[config.mk]
export PLATFORM = sky130hd
export DESIGN_NAME = led_strip_blur_blend
export DESIGN_NICKNAME = d
export VERILOG_FILES = /design/src/sv/lsbb_pkg.sv /design/src/sv/led_strip_blur_blend.sv /design/src/sv/lsbb_ctrl.sv /design/src/sv/lsbb_dp.sv
export SDC_FILE = /design/constraint.sdc
export NUM_CORES = 2
export LEC_CHECK = 0
export BUFFER_PORTS_ARGS = -buffer_cell sky130_fd_sc_hd__buf_2
export CAP_MARGIN = 0
export CORE_MARGIN = 2
export CORE_UTILIZATION = 50
export DETAILED_ROUTE_END_ITERATION = 16
export GPL_ROUTABILITY_DRIVEN = 0
export PLACE_DENSITY = 0.74
export SLEW_MARGIN = 0
export SYNTH_ARGS = -nofsm -noshare
export SYNTH_HDL_FRONTEND = slang
export SYNTH_SLANG_ARGS = --single-unit
[constraint.sdc]
create_clock -name i_clk -period 11.09 [get_ports i_clk]
set_input_delay 2.218 -clock i_clk [delete_from_list [all_inputs] [get_ports i_clk]]
set_output_delay 2.218 -clock i_clk [all_outputs]
set_load 0.01 [all_outputs]
[src/sv/lsbb_pkg.sv]
`default_nettype none
package lsbb_pkg;
    localparam int unsigned PixW = 24;
    localparam int unsigned ChanW = 8;
    localparam int unsigned AmtW = 8;
    localparam logic [1:0] ModeGauss = 2'd1;

    typedef struct packed {
        logic wr_px;       // store incoming pixel, position++, pending++
        logic pass_in;     // load output with incoming pixel
        logic start_res;   // begin accumulating result for oldest pending
        logic tap_step;    // accumulate one tap
        logic finish;      // divide/blend done, load output
        logic clr_frame;   // position and pending to 0
    } t_cmd;

    typedef struct packed {
        logic over_max;    // position >= MAX_PIXELS
        logic need_res;    // a result is due under the flush rule
        logic taps_done;
        logic div_done;
        logic last_pend;   // pending == 1
    } t_sts;
endpackage
`default_nettype wire

[src/sv/led_strip_blur_blend.sv]
`default_nettype none
// LED strip blur and blend. One RGB pixel per input transaction; results come
// out delayed by the blur reach (R box, 2R gaussian) and end_of_strip flushes
// the rest, so one input can release up to 2R+1 results. Each accepted pixel
// is written to the window and then checked for a due result. Each result
// accumulates one window tap at a time (2R+1 box, 5 gaussian), runs a
// bit-serial divider per channel, waits in the output state for any output
// stall, and returns to the check.
// Pixels past MAX_PIXELS pass straight to the output without blurring.
module led_strip_blur_blend #(
    parameter int unsigned MAX_PIXELS = 512,
    parameter int unsigned MAX_RADIUS = 5
) (
    input  wire logic       i_clk,
    input  wire logic       i_rst_n,
    input  wire logic       i_cfg_we,
    input  wire logic [1:0] i_cfg_index,
    input  wire logic [7:0] i_cfg_data,
    input  wire logic       i_in_valid,
    output logic            o_in_ready,
    input  wire logic [7:0] i_pixel_red,
    input  wire logic [7:0] i_pixel_green,
    input  wire logic [7:0] i_pixel_blue,
    input  wire logic       i_end_of_strip,
    output logic            o_out_valid,
    input  wire logic       i_out_ready,
    output logic [7:0]      o_out_red,
    output logic [7:0]      o_out_green,
    output logic [7:0]      o_out_blue,
    output logic            o_frame_done
);
    import lsbb_pkg::*;

    localparam logic [1:0] RegEnable = 2'd0;
    localparam logic [1:0] RegMode = 2'd1;
    localparam logic [1:0] RegRadius = 2'd2;
    localparam logic [1:0] RegAmount = 2'd3;

    logic r_enable;
    logic [1:0] r_mode;
    logic [2:0] r_radius;
    logic [7:0] r_amount;

    always_ff @(posedge i_clk) begin
        if (!i_rst_n) begin
            r_enable <= 1'b1;
            r_mode <= 2'd0;
            r_radius <= 3'd1;
            r_amount <= 8'd255;
        end else if (i_cfg_we) begin
            case (i_cfg_index)
                RegEnable: r_enable <= i_cfg_data[0];
                RegMode: r_mode <= i_cfg_data[1:0];
                RegRadius: r_radius <= i_cfg_data[2:0];
                RegAmount: r_amount <= i_cfg_data;
                default: ;
            endcase
        end
    end

    t_cmd cmd;
    t_sts sts;
    logic [PixW-1:0] out_px;

    lsbb_ctrl u_ctrl (
        .i_clk(i_clk), .i_rst_n(i_rst_n),
        .i_in_valid(i_in_valid), .o_in_ready(o_in_ready),
        .i_eos(i_end_of_strip),
        .o_out_valid(o_out_valid), .i_out_ready(i_out_ready),
        .o_done(o_frame_done), .i_sts(sts), .o_cmd(cmd)
    );

    lsbb_dp #(.MAX_PIXELS(MAX_PIXELS), .MAX_RADIUS(MAX_RADIUS)) u_dp (
        .i_clk(i_clk), .i_rst_n(i_rst_n), .i_cmd(cmd), .o_sts(sts),
        .i_eos(i_end_of_strip),
        .i_px({i_pixel_red, i_pixel_green, i_pixel_blue}),
        .i_enable(r_enable), .i_mode(r_mode), .i_radius(r_radius),
        .i_amount(r_amount), .o_px(out_px)
    );

    assign o_out_red = out_px[23:16];
    assign o_out_green = out_px[15:8];
    assign o_out_blue = out_px[7:0];
endmodule
`default_nettype wire

[src/sv/lsbb_ctrl.sv]
`default_nettype none
module lsbb_ctrl (
    input  wire logic          i_clk,
    input  wire logic          i_rst_n,
    input  wire logic          i_in_valid,
    output logic               o_in_ready,
    input  wire logic          i_eos,
    output logic               o_out_valid,
    input  wire logic          i_out_ready,
    output logic               o_done,
    input  wire lsbb_pkg::t_sts i_sts,
    output lsbb_pkg::t_cmd     o_cmd
);
    import lsbb_pkg::*;

    typedef enum logic [2:0] {S_IDLE, S_CHECK, S_TAPS, S_DIV, S_OUT} t_state;
    t_state r_state, n_state;
    logic r_eos, n_eos;
    logic r_out_valid, n_out_valid;
    logic r_done, n_done;
    logic r_pass, n_pass;

    assign o_in_ready = (r_state == S_IDLE) && !r_out_valid;
    assign o_out_valid = r_out_valid;
    assign o_done = r_done;

    always_comb begin
        n_state = r_state;
        n_eos = r_eos;
        n_out_valid = r_out_valid;
        n_done = r_done;
        n_pass = r_pass;
        o_cmd = '0;
        if (r_out_valid && i_out_ready) begin
            n_out_valid = 1'b0;
        end
        case (r_state)
            S_IDLE: begin
                if (i_in_valid && o_in_ready) begin
                    n_eos = i_eos;
                    if (i_sts.over_max) begin
                        o_cmd.pass_in = 1'b1;
                        n_out_valid = 1'b1;
                        n_done = i_eos;
                        n_pass = 1'b1;
                        n_state = S_OUT;
                    end else begin
                        o_cmd.wr_px = 1'b1;
                        n_pass = 1'b0;
                        n_state = S_CHECK;
                    end
                end
            end
            S_CHECK: begin
                if (i_sts.need_res) begin
                    o_cmd.start_res = 1'b1;
                    n_done = r_eos && i_sts.last_pend;
                    n_state = S_TAPS;
                end else begin
                    o_cmd.clr_frame = r_eos;
                    n_state = S_IDLE;
                end
            end
            S_TAPS: begin
                o_cmd.tap_step = 1'b1;
                if (i_sts.taps_done) n_state = S_DIV;
            end
            S_DIV: begin
                if (i_sts.div_done) begin
                    o_cmd.finish = 1'b1;
                    n_out_valid = 1'b1;
                    n_state = S_OUT;
                end
            end
            S_OUT: begin
                if (!r_out_valid || i_out_ready) begin
                    if (r_pass) begin
                        o_cmd.clr_frame = r_eos;
                        n_state = S_IDLE;
                    end else begin
                        n_state = S_CHECK;
                    end
                end
            end
            default: n_state = S_IDLE;
        endcase
    end

    always_ff @(posedge i_clk) begin
        if (!i_rst_n) begin
            r_state <= S_IDLE;
            r_eos <= 1'b0;
            r_out_valid <= 1'b0;
            r_done <= 1'b0;
            r_pass <= 1'b0;
        end else begin
            r_state <= n_state;
            r_eos <= n_eos;
            r_out_valid <= n_out_valid;
            r_done <= n_done;
            r_pass <= n_pass;
        end
    end
endmodule
`default_nettype wire

[src/sv/lsbb_dp.sv]
`default_nettype none
module lsbb_dp #(
    parameter int unsigned MAX_PIXELS = 512,
    parameter int unsigned MAX_RADIUS = 5
) (
    input  wire logic                     i_clk,
    input  wire logic                     i_rst_n,
    input  wire lsbb_pkg::t_cmd           i_cmd,
    output lsbb_pkg::t_sts                o_sts,
    input  wire logic                     i_eos,
    input  wire logic [lsbb_pkg::PixW-1:0] i_px,
    input  wire logic                     i_enable,
    input  wire logic [1:0]               i_mode,
    input  wire logic [2:0]               i_radius,
    input  wire logic [lsbb_pkg::AmtW-1:0] i_amount,
    output logic [lsbb_pkg::PixW-1:0]     o_px
);
    import lsbb_pkg::*;

    localparam int unsigned Depth = 4 * MAX_RADIUS + 1;
    localparam int unsigned IdxW = $clog2(Depth);
    localparam int unsigned PosW = $clog2(MAX_PIXELS + 1);
    localparam int unsigned PendW = $clog2(2 * MAX_RADIUS + 2);
    localparam int unsigned OffW = $clog2(4 * MAX_RADIUS + 1) + 2;
    localparam int unsigned SumW = ChanW + 4;
    localparam int unsigned TotW = 5;
    localparam int unsigned TapW = 4;

    logic [PixW-1:0] r_win [Depth];
    logic [PosW-1:0] r_pos;
    logic [PendW-1:0] r_pend;
    logic [IdxW-1:0] r_wptr;
    logic r_eos;

    logic [2:0] eff_r;
    logic active, gauss;
    logic [PendW-1:0] reach;
    logic flush;

    always_comb begin
        eff_r = i_radius;
        if (eff_r == 3'd0) eff_r = 3'd1;
        if (32'(eff_r) > MAX_RADIUS) eff_r = 3'(MAX_RADIUS);
        active = i_enable && (i_amount != '0);
        gauss = (i_mode == ModeGauss);
        if (!active) reach = '0;
        else if (gauss) reach = PendW'({eff_r, 1'b0});
        else reach = PendW'(eff_r);
        flush = r_eos || (32'(r_pos) >= MAX_PIXELS);
    end

    // result computation
    logic [PosW-1:0] r_e;
    logic [PixW-1:0] r_orig;
    logic [TapW-1:0] r_tap;
    logic [SumW-1:0] r_s [3];
    logic [TotW-1:0] r_tot;
    logic [TapW-1:0] ntaps;
    assign ntaps = gauss ? TapW'(5) : TapW'({eff_r, 1'b1});

    logic signed [OffW+PosW:0] off, idx;
    logic [2:0] wgt;
    logic in_rng;
    logic [IdxW-1:0] ridx;
    logic [IdxW-1:0] oidx;
    logic signed [IdxW+1:0] rsum;
    logic signed [IdxW+1:0] osum;

    // window slots are addressed relative to the write pointer
    always_comb begin
        if (gauss) begin
            off = (signed'({1'b0, r_tap}) - 5'sd2) * signed'({1'b0, eff_r});
            case (r_tap)
                4'd0, 4'd4: wgt = 3'd1;
                4'd1, 4'd3: wgt = 3'd4;
                default: wgt = 3'd6;
            endcase
        end else begin
            off = signed'({1'b0, r_tap}) - signed'({1'b0, eff_r});
            wgt = 3'd1;
        end
        idx = signed'({1'b0, r_e}) + off;
        in_rng = (idx >= 0) && (idx < signed'({1'b0, r_pos}));
        rsum = signed'((IdxW+2)'(r_wptr))
             + (IdxW+2)'(idx - signed'({1'b0, r_pos}));
        if (rsum < 0) rsum = rsum + (IdxW+2)'(Depth);
        ridx = IdxW'(rsum);
        osum = signed'((IdxW+2)'(r_wptr)) - signed'((IdxW+2)'(r_pend));
        if (osum < 0) osum = osum + (IdxW+2)'(Depth);
        oidx = IdxW'(osum);
    end

    logic [PixW-1:0] tap_px;
    assign tap_px = r_win[ridx];

    // restoring divider, one quotient bit per cycle
    logic [3:0] r_dcnt;
    logic [SumW-1:0] r_q [3];
    logic [SumW-1:0] r_rem [3];
    logic r_div_busy;

    logic [PixW-1:0] blend;
    always_comb begin
        for (int c = 0; c < 3; c++) begin
            logic [ChanW-1:0] a, b;
            logic [17:0] t;
            a = r_orig[16-8*c +: 8];
            b = r_q[c][ChanW-1:0];
            t = 18'({a, 8'd0}) + 18'(b) + 18'(b) * 18'(i_amount) - 18'(a) * 18'(i_amount);
            blend[16-8*c +: 8] = t[15:8];
        end
    end

    always_ff @(posedge i_clk) begin
        if (i_cmd.wr_px) begin
            r_win[r_wptr] <= i_px;
            r_eos <= i_eos;
        end
        if (i_cmd.pass_in) o_px <= i_px;
        if (i_cmd.finish) o_px <= active ? blend : r_orig;
        if (i_cmd.start_res) begin
            r_e <= r_pos - PosW'(r_pend);
            r_orig <= r_win[oidx];
            r_tap <= '0;
            r_tot <= '0;
            for (int c = 0; c < 3; c++) r_s[c] <= '0;
        end
        if (i_cmd.tap_step) begin
            r_tap <= r_tap + 1'b1;
            if (in_rng) begin
                r_tot <= r_tot + TotW'(wgt);
                for (int c = 0; c < 3; c++)
                    r_s[c] <= r_s[c] + SumW'(tap_px[16-8*c +: 8]) * SumW'(wgt);
            end
            if (o_sts.taps_done) begin
                r_dcnt <= 4'(SumW);
                for (int c = 0; c < 3; c++) r_rem[c] <= '0;
            end
        end
        if (r_div_busy && r_dcnt != 0) begin
            r_dcnt <= r_dcnt - 1'b1;
            for (int c = 0; c < 3; c++) begin
                logic [SumW:0] tr;
                logic [TotW-1:0] d;
                d = (r_tot == 0) ? TotW'(1) : r_tot;
                tr = {r_rem[c], r_s[c][SumW-1]};
                if (tr >= (SumW+1)'(d)) begin
                    r_rem[c] <= SumW'(tr - (SumW+1)'(d));
                    r_q[c] <= {r_q[c][SumW-2:0], 1'b1};
                end else begin
                    r_rem[c] <= SumW'(tr);
                    r_q[c] <= {r_q[c][SumW-2:0], 1'b0};
                end
                r_s[c] <= {r_s[c][SumW-2:0], 1'b0};
            end
        end
    end

    always_ff @(posedge i_clk) begin
        if (!i_rst_n) begin
            r_pos <= '0;
            r_pend <= '0;
            r_wptr <= '0;
            r_div_busy <= 1'b0;
        end else begin
            if (i_cmd.tap_step && o_sts.taps_done) r_div_busy <= 1'b1;
            if (i_cmd.finish) r_div_busy <= 1'b0;
            if (i_cmd.wr_px) begin
                r_pos <= r_pos + 1'b1;
                r_pend <= r_pend + 1'b1;
                r_wptr <= (32'(r_wptr) == Depth - 1) ? '0 : r_wptr + 1'b1;
            end
            if (i_cmd.start_res) r_pend <= r_pend - 1'b1;
            if (i_cmd.clr_frame) begin
                r_pos <= '0;
                r_pend <= '0;
                r_wptr <= '0;
            end
        end
    end

    assign o_sts.over_max = 32'(r_pos) >= MAX_PIXELS;
    assign o_sts.need_res = (r_pend != '0) && (flush || r_pend > reach);
    assign o_sts.taps_done = (r_tap == ntaps - 1'b1);
    assign o_sts.div_done = r_div_busy && (r_dcnt == 0);
    assign o_sts.last_pend = (r_pend == PendW'(1));
endmodule
`default_nettype wire

==> summary.txt <==
Clocking
  – CTS tree: built
  – Clk_lat worst skew: 690 ps
  – Clock tree buffer depth: 3
  – CTS Root Cell: clkbuf_16
  – Clock-pin slew on the worst setup and hold paths: about 60 ps
  – H-tree depth: 3
  – Total CTS buffers: 81
  – Clk sinks: 713

Timing
  – Setup TNS: 0 ps
  – Max frequency: 0.0945 GHz
  – Fin crit period: approximately 11000 ps
  – Hold Fails Final Rpt: 0
  – Slew Limit Fails: 0
  – Slew HR: 0.290
  – Final Setup Violations: 0
  – Tightest Pin Transition: 1060 ps
  – Max Clock Skew: 52.2 ps
  – Period utilization: 0.954

Setup path
  – Worst path required time: about 11000 ps
  – Reg2reg start: u_dp.r_tap[1]$_SDFFCE_PN0P_
  – Crit path launch type: flop
  – CP Buf/Inv Count: 8
  – Worst path max stage delay: 550 ps
  – Cell family with most CP delay: adder cells
  – CP dominant cell by count: ha_1
  – Worst setup EP type: flop
  – CP startpoint: u_dp.r_tap[1]$_SDFFCE_PN0P_
  – WP data arrival: 10980 ps
  – Critical-path maximum fanout: 12
  – Slowest cell on crit path: edfxtp_1
  – WS Path Type: flop to flop

Synthesis
  – Area leader, netlist: edfxtp_1
  – Syn_area_per_cell: between 10 and 15 µm²
  – Post-synthesis sequential area ratio: 0.378
  – Top_reg_cell synth: edfxtp_1
  – Cells after synthesis: 5043
  – Syn Nets: 5803
  – Synth async-reset ratio: 0
  – Area share of the largest cell type after synthesis: 0.360
  – Top cells by area, synth: edfxtp_1 (36%), fa_1 (15%), ha_1 (7.2%), mux2i_1 (5.0%), inv_1 (4.8%)
  – Number of synthesized register bits: 713
  – Post-synth EDFFs: 663
  – Synth Cell Area: 55400 µm²
  – Warnings from Yosys: 0
  – Synth unique cells: 110

Final layout
  – Finished Layout Cells: 6578
  – Most frequent cells in the layout: inv_1 (710), edfxtp_1 (663), fa_1 (401)
  – Post-route cell area: 60200 µm²
  – Final core occ: 0.546
  – Syn-to-layout area delta: 8.74%
  – Final-stage net count: 5785
  – Commonest non-fill, non-tap cell in the layout: inv_1
  – Share of cells above drive strength 1: 0.101

Placement
  – Placed cells: 6422
  – Port Buffer Count: 66
  – HPWL after DPL: 109 mm
  – Placed cell area: 57300 µm²

Detailed routing
  – Drt wl/cell: 24.2 µm
  – DRT iter0 DRCs: slightly below 6000
  – Routed vias: approximately 41000
  – DRC: 0
  – Vias per std cell: 6.24
  – 1st-pass router iterations: 9
  – Total wire length: 159 mm
  – Final antenna-violating net count: 0

Floorplanning
  – DIE HEIGHT: 337 µm
  – Initial Util: 0.502
  – Site Rows: around 120
  – Total core area: ~110000 µm²
  – Die area: 113000 µm²
  – Die Wd: about 340 µm
  – Ports: 67

Global route
  – Initial antenna violation count: 11
  – Gr usage total: 0.279
  – First-pass GRT wire length: 241 mm
  – Vias in the first global route: 40900
  – GRT overflow: 0
  – Largest net degree at the start of global routing: roughly 130

Worst hold path
  – Min-delay src: u_dp.r_tot[4]$_DFF_P_
  – Worst Hold Class: flop to flop

Outcome
  – Status: finished clean

Run
  – Number of max-cap violations: 0
-- layer usage --
| layer | global-route usage | part of all wire |
|---|---|---|
| met5 | 0 | 0.00044 |
| met4 | 0.125 | 0.049 |
| met3 | 0.0657 | 0.12 |
| met2 | 0.441 | 0.45 |
| met1 | 0.368 | 0.38 |
-- kinds of logic after synthesis --
| logic type | Yosys count | synth area share |
|---|---|---|
| buffers and inverters | 993 | 0.0719 |
| xor gates and xnor gates | 130 | 0.0216 |
| muxes | 371 | 0.0851 |
| adders and majority gates | 720 | 0.217 |
| AOI/OAI and AO/OA | 892 | 0.116 |
| DFF | 713 | 0.378 |
| and+or+nand+nor | 1224 | 0.110 |
-- synthesized netlist by cell type (11+ instances only) --
master / count
buf_1: 16
inv_1: 712
a21o_1: 18
edfxtp_1: 663
a21boi_0: 17
o21ai_0: 87
nand3_1: 118
o21a_1: 15
clkbuf_1: 156
o21bai_1: 13
a21oi_1: 242
mux2_2: 17
a211o_1: 15
buf_4: 18
nand2b_1: 26
ha_1: 319
nor4_1: 26
o221ai_1: 28
nand2_1: 394
a211oi_1: 38
o22ai_1: 39
buf_6: 12
dfxtp_1: 50
xnor2_1: 98
or3_1: 14
fa_1: 401
a22oi_1: 85
o211ai_1: 66
nor2b_1: 23
xor2_1: 29
a221oi_1: 37
a22o_1: 20
or4_1: 19
mux2i_1: 276
nor3_1: 73
nor2_1: 203
o2bb2ai_1: 11
and3_1: 13
buf_2: 77
mux4_2: 78
a221o_1: 27
nand4_1: 26
and2_1: 227
-- sequential cells by signal (all words and copies together) (netlist names), 5 cells and up --
register / cells
u_dp.r_s: 36
u_dp.r_rem: 36
u_dp.r_win: 504
u_dp.r_orig: 24
u_dp.r_tot: 5
r_amount: 8
u_dp.r_wptr: 5
u_dp.r_q: 24
u_dp.r_e: 10
u_dp.r_pos: 10
u_dp.o_px: 24
-- per-stage QoR --
| stage | worst slack [ps] | hold slack, ps |
|---|---|---|
| after floorplan | 1770 | 424 |
| after detailed placement | 566 | 468 |
| final | 510 | 485 |
| after CTS | 485 | 486 |
| after global routing | -17.9 | 491 |
| after global placement | 677 | 458 |
-- cell type report --
| class | instances | area, µm² |
|---|---|---|
| Multi-Input combinational cell | 3340 | 30700 |
| Timing Repair Buffer | 175 | 1310 |
| Antenna cell | 1 | 2.50 |
| Sequential cell | 713 | 20900 |
| Tap cell | 1488 | 1860 |
| Inverter | 714 | 2680 |
| Clock buffer | 91 | 2060 |
| Fill cell | 9230 | 50000 |
| Clock inverter | 56 | 659 |
-- path summary, 6_finish.rpt --
check / endpoint / slack (ps) / cells after the start
max: u_dp.r_s[0][35]$_DFFE_PP_ / 510 / 42
min: u_dp.r_tot[4]$_DFF_P_ / 490 / 1
max reg2reg: u_dp.r_s[0][35]$_DFFE_PP_ / 510 / 42
min reg2reg: u_dp.r_tot[4]$_DFF_P_ / 490 / 1
-- what timing repair did --
action | in CTS | in global routing
endpoints found under the setup margin | 0 | 6
hold buffers | 0 | 0
gates resized for setup | 0 | 11
buffers inserted | 0 | 5
Power is not shown: default switching activity piles up to over one toggle a cycle in this logic, so the estimate is an artifact.
